==> src/rtl/tlr_pkg.sv <==
// ----------------------------------------------------------------------------
// Thick line rasterizer package
// Shared codes, widths and the brush point record passed between modules.
// ----------------------------------------------------------------------------
package tlr_pkg;

   localparam int MAX_THICKNESS_DEF = 15;

   localparam int COORD_W  = 13;
   localparam int CUR_W    = 14;
   localparam int POS_W    = 16;
   localparam int DIM_W    = 13;
   localparam int PIX_W    = 12;
   localparam int INDEX_W  = 24;
   localparam int COLOR_W  = 32;
   localparam int THICK_W  = 4;
   localparam int ADDR_W   = 3;
   localparam int DATA_W   = 32;

   localparam logic OP_START = 1'b0;
   localparam logic OP_TICK  = 1'b1;

   localparam logic REG_FRAME_WIDTH  = 1'b0;
   localparam logic REG_FRAME_HEIGHT = 1'b1;

   localparam logic [DIM_W-1:0] FRAME_WIDTH_RST  = 13'd1280;
   localparam logic [DIM_W-1:0] FRAME_HEIGHT_RST = 13'd720;

   typedef struct packed {
      logic [POS_W-1:0]   px;
      logic [POS_W-1:0]   py;
      logic               done;
      logic [COLOR_W-1:0] color;
   } point_type;

endpackage

==> src/rtl/tlr_csr.sv <==
// ----------------------------------------------------------------------------
// Thick line rasterizer configuration registers
// Holds the frame width and height behind a simple APB-style port.
// ----------------------------------------------------------------------------
module tlr_csr
   import tlr_pkg::*;
(
   input  logic              clock,
   input  logic              reset,
   input  logic              psel,
   input  logic              penable,
   input  logic              pwrite,
   input  logic [ADDR_W-1:0] paddr,
   input  logic [DATA_W-1:0] pwdata,
   output logic [DATA_W-1:0] prdata,
   output logic              pready,
   output logic [DIM_W-1:0]  frame_width,
   output logic [DIM_W-1:0]  frame_height
);

   logic [DIM_W-1:0] width_ff, width_in;
   logic [DIM_W-1:0] height_ff, height_in;
   logic             wr_en;
   logic             reg_sel;

   assign pready  = 1'b1;
   assign wr_en   = psel && penable && pwrite;
   assign reg_sel = paddr[2];

   always_comb begin
      width_in  = width_ff;
      height_in = height_ff;
      if (wr_en) begin
         case (reg_sel)
            REG_FRAME_WIDTH:  width_in  = pwdata[DIM_W-1:0];
            REG_FRAME_HEIGHT: height_in = pwdata[DIM_W-1:0];
            default: ;
         endcase
      end
   end

   always_comb begin
      case (reg_sel)
         REG_FRAME_WIDTH:  prdata = DATA_W'(width_ff);
         REG_FRAME_HEIGHT: prdata = DATA_W'(height_ff);
         default:          prdata = '0;
      endcase
   end

   always_ff @(posedge clock) begin
      if (reset) begin
         width_ff  <= FRAME_WIDTH_RST;
         height_ff <= FRAME_HEIGHT_RST;
      end else begin
         width_ff  <= width_in;
         height_ff <= height_in;
      end
   end

   assign frame_width  = width_ff;
   assign frame_height = height_ff;

endmodule

==> src/rtl/tlr_walker.sv <==
// ----------------------------------------------------------------------------
// Thick line rasterizer line walker
// Holds the Bresenham state and the brush counters, presents the current
// brush point and advances by one brush pixel on every tick item while busy.
// ----------------------------------------------------------------------------
module tlr_walker
   import tlr_pkg::*;
#(
   parameter int MAX_THICKNESS = MAX_THICKNESS_DEF
) (
   input  logic               clock,
   input  logic               reset,
   input  logic               start_load,
   input  logic               tick_step,
   input  logic [COORD_W-1:0] start_x,
   input  logic [COORD_W-1:0] start_y,
   input  logic [COORD_W-1:0] end_x,
   input  logic [COORD_W-1:0] end_y,
   input  logic [COLOR_W-1:0] color,
   input  logic [THICK_W-1:0] thickness,
   output logic               busy,
   output point_type          point
);

   localparam int HALF_MAX = MAX_THICKNESS / 2;
   localparam int HALF_W   = (HALF_MAX > 0) ? $clog2(HALF_MAX + 1) : 1;
   localparam int DX_W     = (HALF_MAX > 0) ? $clog2(2 * HALF_MAX + 1) : 1;

   logic               busy_ff, busy_in;
   logic [CUR_W-1:0]   cur_x_ff, cur_x_in, cur_y_ff, cur_y_in;
   logic [COORD_W-1:0] goal_x_ff, goal_x_in, goal_y_ff, goal_y_in;
   logic [CUR_W-1:0]   delta_x_ff, delta_x_in, delta_y_ff, delta_y_in;
   logic               dir_x_neg_ff, dir_x_neg_in, dir_y_neg_ff, dir_y_neg_in;
   logic [15:0]        err_ff, err_in;
   logic [DX_W-1:0]    brush_dx_ff, brush_dx_in, brush_dy_ff, brush_dy_in;
   logic [HALF_W-1:0]  brush_half_ff, brush_half_in;
   logic [COLOR_W-1:0] color_ff, color_in;

   logic [CUR_W-1:0]   sx, sy, gx, gy, diff_x, diff_y;
   logic [4:0]         thick_clamped;
   logic [DX_W-1:0]    brush_limit;
   logic               at_goal;
   logic [17:0]        e2;
   logic               step_x, step_y;
   logic [16:0]        err_next;

   assign sx = {start_x[COORD_W-1], start_x};
   assign sy = {start_y[COORD_W-1], start_y};
   assign gx = {end_x[COORD_W-1], end_x};
   assign gy = {end_y[COORD_W-1], end_y};
   assign diff_x = gx - sx;
   assign diff_y = gy - sy;

   assign thick_clamped = (5'(thickness) > 5'(MAX_THICKNESS)) ?
                          5'(MAX_THICKNESS) : 5'(thickness);

   assign brush_limit = DX_W'({brush_half_ff, 1'b0});
   assign at_goal = (cur_x_ff == {goal_x_ff[COORD_W-1], goal_x_ff}) &&
                    (cur_y_ff == {goal_y_ff[COORD_W-1], goal_y_ff});

   assign e2     = {err_ff[15], err_ff, 1'b0};
   assign step_x = $signed(e2) > $signed(18'd0 - 18'(delta_y_ff));
   assign step_y = $signed(e2) < $signed(18'(delta_x_ff));

   always_comb begin
      err_next = {err_ff[15], err_ff};
      if (step_x) begin
         err_next = err_next - 17'(delta_y_ff);
      end
      if (step_y) begin
         err_next = err_next + 17'(delta_x_ff);
      end
   end

   always_comb begin
      busy_in       = busy_ff;
      cur_x_in      = cur_x_ff;
      cur_y_in      = cur_y_ff;
      goal_x_in     = goal_x_ff;
      goal_y_in     = goal_y_ff;
      delta_x_in    = delta_x_ff;
      delta_y_in    = delta_y_ff;
      dir_x_neg_in  = dir_x_neg_ff;
      dir_y_neg_in  = dir_y_neg_ff;
      err_in        = err_ff;
      brush_dx_in   = brush_dx_ff;
      brush_dy_in   = brush_dy_ff;
      brush_half_in = brush_half_ff;
      color_in      = color_ff;
      if (start_load) begin
         busy_in       = 1'b1;
         cur_x_in      = sx;
         cur_y_in      = sy;
         goal_x_in     = end_x;
         goal_y_in     = end_y;
         delta_x_in    = diff_x[CUR_W-1] ? (CUR_W'(0) - diff_x) : diff_x;
         delta_y_in    = diff_y[CUR_W-1] ? (CUR_W'(0) - diff_y) : diff_y;
         dir_x_neg_in  = !($signed(sx) < $signed(gx));
         dir_y_neg_in  = !($signed(sy) < $signed(gy));
         err_in        = 16'(delta_x_in) - 16'(delta_y_in);
         brush_dx_in   = '0;
         brush_dy_in   = '0;
         brush_half_in = HALF_W'(thick_clamped >> 1);
         color_in      = color;
      end else if (tick_step && busy_ff) begin
         if (brush_dy_ff < brush_limit) begin
            brush_dy_in = brush_dy_ff + DX_W'(1);
         end else begin
            brush_dy_in = '0;
            if (brush_dx_ff < brush_limit) begin
               brush_dx_in = brush_dx_ff + DX_W'(1);
            end else begin
               brush_dx_in = '0;
               if (at_goal) begin
                  busy_in = 1'b0;
               end else begin
                  err_in = err_next[15:0];
                  if (step_x) begin
                     cur_x_in = dir_x_neg_ff ? cur_x_ff - CUR_W'(1) : cur_x_ff + CUR_W'(1);
                  end
                  if (step_y) begin
                     cur_y_in = dir_y_neg_ff ? cur_y_ff - CUR_W'(1) : cur_y_ff + CUR_W'(1);
                  end
               end
            end
         end
      end
   end

   always_ff @(posedge clock) begin
      if (reset) begin
         busy_ff       <= 1'b0;
         brush_dx_ff   <= '0;
         brush_dy_ff   <= '0;
         brush_half_ff <= '0;
      end else begin
         busy_ff       <= busy_in;
         brush_dx_ff   <= brush_dx_in;
         brush_dy_ff   <= brush_dy_in;
         brush_half_ff <= brush_half_in;
      end
   end

   always_ff @(posedge clock) begin
      cur_x_ff     <= cur_x_in;
      cur_y_ff     <= cur_y_in;
      goal_x_ff    <= goal_x_in;
      goal_y_ff    <= goal_y_in;
      delta_x_ff   <= delta_x_in;
      delta_y_ff   <= delta_y_in;
      dir_x_neg_ff <= dir_x_neg_in;
      dir_y_neg_ff <= dir_y_neg_in;
      err_ff       <= err_in;
      color_ff     <= color_in;
   end

   assign busy        = busy_ff;
   assign point.px    = {{(POS_W-CUR_W){cur_x_ff[CUR_W-1]}}, cur_x_ff} +
                        POS_W'(brush_dx_ff) - POS_W'(brush_half_ff);
   assign point.py    = {{(POS_W-CUR_W){cur_y_ff[CUR_W-1]}}, cur_y_ff} +
                        POS_W'(brush_dy_ff) - POS_W'(brush_half_ff);
   assign point.done  = (brush_dy_ff >= brush_limit) && (brush_dx_ff >= brush_limit) &&
                        at_goal;
   assign point.color = color_ff;

endmodule

==> src/rtl/tlr_pixel_out.sv <==
// ----------------------------------------------------------------------------
// Thick line rasterizer pixel output stage
// Clips a brush point against the frame, forms the linear index and holds
// the result item in the output register until it is taken.
// ----------------------------------------------------------------------------
module tlr_pixel_out
   import tlr_pkg::*;
(
   input  logic               clock,
   input  logic               reset,
   input  logic               load,
   input  point_type          point,
   input  logic [DIM_W-1:0]   frame_width,
   input  logic [DIM_W-1:0]   frame_height,
   input  logic               rsp_stall,
   output logic               rsp_valid,
   output logic               rsp_write,
   output logic [PIX_W-1:0]   rsp_pixel_x,
   output logic [PIX_W-1:0]   rsp_pixel_y,
   output logic [INDEX_W-1:0] rsp_pixel_index,
   output logic [COLOR_W-1:0] rsp_pixel_color,
   output logic               rsp_done_res
);

   logic               valid_ff, valid_in;
   logic               write_ff;
   logic [PIX_W-1:0]   x_ff, y_ff;
   logic [INDEX_W-1:0] index_ff;
   logic [COLOR_W-1:0] color_ff;
   logic               done_ff;

   logic               in_x, in_y, in_frame;
   logic [PIX_W+DIM_W-1:0] row_base;
   logic [INDEX_W-1:0] index;

   assign in_x = (point.px[POS_W-1:PIX_W] == '0) &&
                 ({1'b0, point.px[PIX_W-1:0]} < frame_width);
   assign in_y = (point.py[POS_W-1:PIX_W] == '0) &&
                 ({1'b0, point.py[PIX_W-1:0]} < frame_height);
   assign in_frame = in_x && in_y;

   assign row_base = point.py[PIX_W-1:0] * frame_width;
   assign index    = row_base[INDEX_W-1:0] + INDEX_W'(point.px[PIX_W-1:0]);

   always_comb begin
      valid_in = valid_ff && rsp_stall;
      if (load) begin
         valid_in = 1'b1;
      end
   end

   always_ff @(posedge clock) begin
      if (reset) begin
         valid_ff <= 1'b0;
      end else begin
         valid_ff <= valid_in;
      end
   end

   always_ff @(posedge clock) begin
      if (load) begin
         write_ff <= in_frame;
         x_ff     <= in_frame ? point.px[PIX_W-1:0] : '0;
         y_ff     <= in_frame ? point.py[PIX_W-1:0] : '0;
         index_ff <= in_frame ? index : '0;
         color_ff <= point.color;
         done_ff  <= point.done;
      end
   end

   assign rsp_valid       = valid_ff;
   assign rsp_write       = write_ff;
   assign rsp_pixel_x     = x_ff;
   assign rsp_pixel_y     = y_ff;
   assign rsp_pixel_index = index_ff;
   assign rsp_pixel_color = color_ff;
   assign rsp_done_res    = done_ff;

endmodule

==> src/rtl/thick_line_rasterizer_core.sv <==
// ----------------------------------------------------------------------------
// Thick line rasterizer core
// Bresenham line walker with a square brush, frame clipping and index output.
//
//   Channel   Direction  Handshake              Contents
//   req_      in         req_valid / req_stall  op, endpoints, colour, thickness
//   rsp_      out        rsp_valid / rsp_stall  write, x, y, index, colour, done
//   APB       in/out     psel, penable, pready  frame width (0x0), height (0x4)
//
// A tick item on an active line is turned into a brush pixel by the clip and
// index logic and lands in the output register on the next edge.
// One item per clock is sustained while the output register drains.
// Reset is synchronous and active high; it leaves the walker idle.
// While the output register holds an item that is stalled, req_stall is high.
// ----------------------------------------------------------------------------
module thick_line_rasterizer_core
   import tlr_pkg::*;
#(
   parameter int MAX_THICKNESS = MAX_THICKNESS_DEF
) (
   input  logic               clock,
   input  logic               reset,
   input  logic               req_valid,
   output logic               req_stall,
   input  logic               req_op,
   input  logic [COORD_W-1:0] req_start_x,
   input  logic [COORD_W-1:0] req_start_y,
   input  logic [COORD_W-1:0] req_end_x,
   input  logic [COORD_W-1:0] req_end_y,
   input  logic [COLOR_W-1:0] req_color,
   input  logic [THICK_W-1:0] req_thickness,
   output logic               rsp_valid,
   input  logic               rsp_stall,
   output logic               rsp_write,
   output logic [PIX_W-1:0]   rsp_pixel_x,
   output logic [PIX_W-1:0]   rsp_pixel_y,
   output logic [INDEX_W-1:0] rsp_pixel_index,
   output logic [COLOR_W-1:0] rsp_pixel_color,
   output logic               rsp_done_res,
   input  logic               psel,
   input  logic               penable,
   input  logic               pwrite,
   input  logic [ADDR_W-1:0]  paddr,
   input  logic [DATA_W-1:0]  pwdata,
   output logic [DATA_W-1:0]  prdata,
   output logic               pready
);

   logic             req_accept;
   logic             start_load;
   logic             tick_step;
   logic             emit;
   logic             busy;
   point_type        point;
   logic [DIM_W-1:0] frame_width;
   logic [DIM_W-1:0] frame_height;

   assign req_stall  = rsp_valid && rsp_stall;
   assign req_accept = req_valid && !req_stall;
   assign start_load = req_accept && (req_op == OP_START);
   assign tick_step  = req_accept && (req_op == OP_TICK);
   assign emit       = tick_step && busy;

   tlr_csr u_csr (
      .clock        (clock),
      .reset        (reset),
      .psel         (psel),
      .penable      (penable),
      .pwrite       (pwrite),
      .paddr        (paddr),
      .pwdata       (pwdata),
      .prdata       (prdata),
      .pready       (pready),
      .frame_width  (frame_width),
      .frame_height (frame_height)
   );

   tlr_walker #(
      .MAX_THICKNESS (MAX_THICKNESS)
   ) u_walker (
      .clock      (clock),
      .reset      (reset),
      .start_load (start_load),
      .tick_step  (tick_step),
      .start_x    (req_start_x),
      .start_y    (req_start_y),
      .end_x      (req_end_x),
      .end_y      (req_end_y),
      .color      (req_color),
      .thickness  (req_thickness),
      .busy       (busy),
      .point      (point)
   );

   tlr_pixel_out u_pixel_out (
      .clock           (clock),
      .reset           (reset),
      .load            (emit),
      .point           (point),
      .frame_width     (frame_width),
      .frame_height    (frame_height),
      .rsp_stall       (rsp_stall),
      .rsp_valid       (rsp_valid),
      .rsp_write       (rsp_write),
      .rsp_pixel_x     (rsp_pixel_x),
      .rsp_pixel_y     (rsp_pixel_y),
      .rsp_pixel_index (rsp_pixel_index),
      .rsp_pixel_color (rsp_pixel_color),
      .rsp_done_res    (rsp_done_res)
   );

   a_emit_gives_item: assert property (@(posedge clock) disable iff (reset)
      emit |=> rsp_valid)
      else $error("A tick on an active line did not produce an item.");

   a_done_goes_idle: assert property (@(posedge clock) disable iff (reset)
      (emit && point.done) |=> !busy)
      else $error("The walker stayed busy after the final brush pixel.");

   a_clipped_is_zero: assert property (@(posedge clock) disable iff (reset)
      (rsp_valid && !rsp_write) |->
      (rsp_pixel_x == '0 && rsp_pixel_y == '0 && rsp_pixel_index == '0))
      else $error("A clipped item carries a non-zero position.");

   a_idle_no_emit: assert property (@(posedge clock) disable iff (reset)
      (!busy && !start_load) |=> !busy)
      else $error("The walker became busy without a start item.");

endmodule
==> config.mk <==
export PLATFORM = sky130hd
export DESIGN_NAME = thick_line_rasterizer_core
export DESIGN_NICKNAME = d
export VERILOG_FILES = /design/src/rtl/tlr_pkg.sv /design/src/rtl/tlr_csr.sv /design/src/rtl/tlr_walker.sv /design/src/rtl/tlr_pixel_out.sv /design/src/rtl/thick_line_rasterizer_core.sv
export SDC_FILE = /design/constraint.sdc
export NUM_CORES = 1
export LEC_CHECK = 0
export ABC_AREA = 1
export BUFFER_PORTS_ARGS = -buffer_cell sky130_fd_sc_hd__buf_2
export CORE_MARGIN = 2
export CORE_UTILIZATION = 29
export CTS_CLUSTER_DIAMETER = 120
export DETAILED_ROUTE_END_ITERATION = 10
export PLACE_DENSITY = 0.54
export SLEW_MARGIN = 30
export SYNTH_ARGS = -nofsm -noshare
export SYNTH_HDL_FRONTEND = slang
export SYNTH_SLANG_ARGS = --single-unit
==> constraint.sdc <==
create_clock -name clock -period 8.3 [get_ports clock]
set_input_delay 2.49 -clock clock [delete_from_list [all_inputs] [get_ports clock]]
set_output_delay 2.49 -clock clock [all_outputs]
set_load 0.02 [all_outputs]
==> impl_metrics.csv <==
group,metric,value,unit
timing,period_share,0.939,
placement,placed_area,0.0256,mm²
routing,drc,0,
power_and_ir_drop,leakagePower,12.7,nW
synthesis,synth_top_family_by_area,"adder cells",
synthesis,synth_compound_area_frac,0.0925,
timing,rsz0062_at_grt,"false",
final_layout,diodes,0,
critical_path,cp_slowest_cell,"fa_1",
placement,hpwl,54000,µm
timing,period_needed,7.79,ns
job,cap_violations,0,
status,outcome,"finished, final reports clean",
synthesis,async_flop_share,0,
critical_path,cp_data_arrival_time,8.05,ns
synthesis,yosysMostFrequentCell,"nand2_1",
timing,setup_ws,0.509,ns
synthesis,synthMuxAreaShare,0,
clock_tree,path_clk_slew,0.06,ns
timing,slew_violations,0,
synthesis,yosys_warnings,0,
routing,wl,67000,µm
timing,holdWs,0.417,ns
timing,setup_tns,0,ns
clock_tree,worstSkewPairLatency,0.54,ns
clock_tree,cts_tree,"built",
synthesis,syn_area,0.0234,mm²
synthesis,yosys.area_share.adder,0.240,
critical_path,crit_family,"adder cells",
global_routing,grt_pass1_vias,18700,
power_and_ir_drop,p_per_area,231,mW/mm²
floorplanning,rows,104,
synthesis,synth_cell_types,53,
critical_path,endpoint_kind,"flop",
floorplanning,dieArea,0.0828,mm²
global_routing,grt_remaining_overflow,0,
synthesis,synth_top_area_frac,0.275,
synthesis,ys.flop_type,"edfxtp_1",
final_layout,syn_to_final_growth,14.9,%
routing,vias,19400,
routing,drt_first_pass_iters,7,
synthesis,yosysTopAreaCell,"edfxtp_1",
routing,drt_iter0_drc,1194,
synthesis,synthCells,2904,
critical_path,path_class,"reg2reg",
synthesis,synth_xor_area_frac,0.0480,
min_path,hold_class,"reg2reg",
synthesis,ys_seq_area_frac,0.309,
timing,slew_headroom,0.410,
floorplanning,die_w,288,µm
floorplanning,die_y,288,µm
power_and_ir_drop,fin_total_pwr,0.00621,W
global_routing,antenna_found_initial,1,
clock_tree,cts-root-buf,"clkbuf_16",
critical_path,cp_max_fo,7,
final_layout,final_layout_size_suffix_gt1_frac,0.111,
synthesis,netlist_top_cells_count,"nand2_1 (647), inv_1 (490), nor2_1 (262)",
routing,viasPerCell,4.62,
clock_tree,cts.sink_count,253,
placement,pre_cts_slack,-0.0113,ns
global_routing,grt_start_max_net_pins,125,
timing,finalHoldViolCount,0,
placement,io_buffers,205,
global_routing,grtUsageTotal,0.162,
placement,place_congestion,0.868,
final_layout,stdcell_area,0.0268,mm²
floorplanning,io_pins,248,
routing,antenna_left,0,
floorplanning,core,0.0802,mm²
synthesis,post_synth_and_or_nand_nor_area_fraction,0.214,
critical_path,slowest_delay,0.56,ns
clock_tree,cts-buffers-inserted,35,
timing,tightest_slew,0.882,ns
synthesis,synthTopCellsByArea,"edfxtp_1 (28%), ha_1 (13%), fa_1 (11%)",
power_and_ir_drop,peakVddDrop,111,µV
timing,skew,0.0143,ns
clock_tree,htree_levels,2,
floorplanning,start_util,0.291,
critical_path,crit_required,8.56,ns
timing,max_freq,128,MHz
routing,wl_per_cell,15.9,µm
critical_path,cp-start-kind,"flop",
synthesis,ys_seq_elements,253,
clock_tree,clockBufferDepth,3,
synthesis,synth_edf_count,214,
critical_path,crit_buf_inv,7,
final_layout,nNetsFinal,3622,
synthesis,synth.avg_cell_area,8.04,µm²
global_routing,grt_pass1_wl,105000,µm
timing,setup_viol,0,
## state kept, by name, indices dropped and copies added (netlist names), 3 cells and up
name	cells
u_walker.color_ff	32
u_walker.brush_half_ff	3
u_walker.goal_y_ff	13
u_pixel_out.rsp_pixel_x	12
u_walker.goal_x_ff	13
u_walker.delta_x_ff	14
u_walker.brush_dx_ff	4
u_walker.brush_dy_ff	4
u_pixel_out.rsp_pixel_y	12
u_walker.delta_y_ff	14
u_walker.err_ff	16
u_csr.frame_width	13
u_walker.cur_x_ff	14
u_pixel_out.rsp_pixel_index	24
u_csr.frame_height	13
u_walker.cur_y_ff	14
u_pixel_out.rsp_pixel_color	32
## through the flow
stage,instances,util
after floorplan,2922,-
after global placement,4142,0.320
after detailed placement,4142,0.320
after CTS,4203,0.334
after global routing,4206,0.335
final,4206,0.335
## worst paths after layout
| path | to | from | slack, ns | cells past startpoint |
|---|---|---|---|---|
| setup / recovery | u_pixel_out.rsp_pixel_index[22] | u_walker.brush_dy_ff[0] | 0.51 | 36 |
| hold / removal | u_pixel_out.rsp_pixel_color[2] | u_walker.color_ff[2] | 0.42 | 0 |
| setup reg to reg | u_pixel_out.rsp_pixel_index[22] | u_walker.brush_dy_ff[0] | 0.51 | 36 |
| hold reg to reg | u_pixel_out.rsp_pixel_color[2] | u_walker.color_ff[2] | 0.42 | 0 |
## where the power goes
group          internal, W  switching (W)
clock             0.000969       0.000614
sequential         0.00151      0.0000955
combinational      0.00112        0.00190
## layout by cell type (no fill, tap or decap), drive strengths merged, types with 5 or more instances in the layout
master   Yosys  final
a211oi       5      5
a21o         7      7
a21oi      178    178
a31oi        6      6
buf         32    233
bufinv       0      6
clkbuf      38     41
clkinv       7     15
conb         2     20
dfxtp       39     39
edfxtp     214    214
fa         131    131
ha         238    238
inv        493    496
nand2      656    656
nand3      159    159
nand3b       5      5
nand4       41     41
nor2       276    276
nor3        19     19
o2111ai      5      5
o211ai      13     13
o21a         7      7
o21ai      153    153
o21bai       6      6
o22ai        7      7
or2         18     18
xnor2       55     55
xor2        73     73
## kinds of logic after synthesis
logic type | count (synthesis)
simple gates | 1184
fa+ha+maj | 369
other cells | 2
xor+xnor | 128
buf+inv | 570
flops | 253
compound gates | 398
## what timing repair did
item | CTS | global route
endpoints found under the hold margin | 0 | 0
setup endpoints to repair | 1 | 8
hold buffers | 0 | 0
buffers inserted | 0 | 3
gates resized for setup | 1 | 12
## routing by layer
| metal | track usage | routed length (µm) |
|---|---|---|
| met5 | 0 | 13 |
| met4 | 0.0443 | 1790 |
| met3 | 0.0246 | 3830 |
| met2 | 0.268 | 31000 |
| met1 | 0.219 | 30400 |
## cell type report
type	count	area, µm²
clock buffer	41	898
clock inverter	20	282
fill	8508	53300
inverter	500	1880
multi-input combinational	2099	14000
sequential	253	7210
tap	1060	1330
timing repair buffer	233	1250
(Power assumes the default switching activity.)
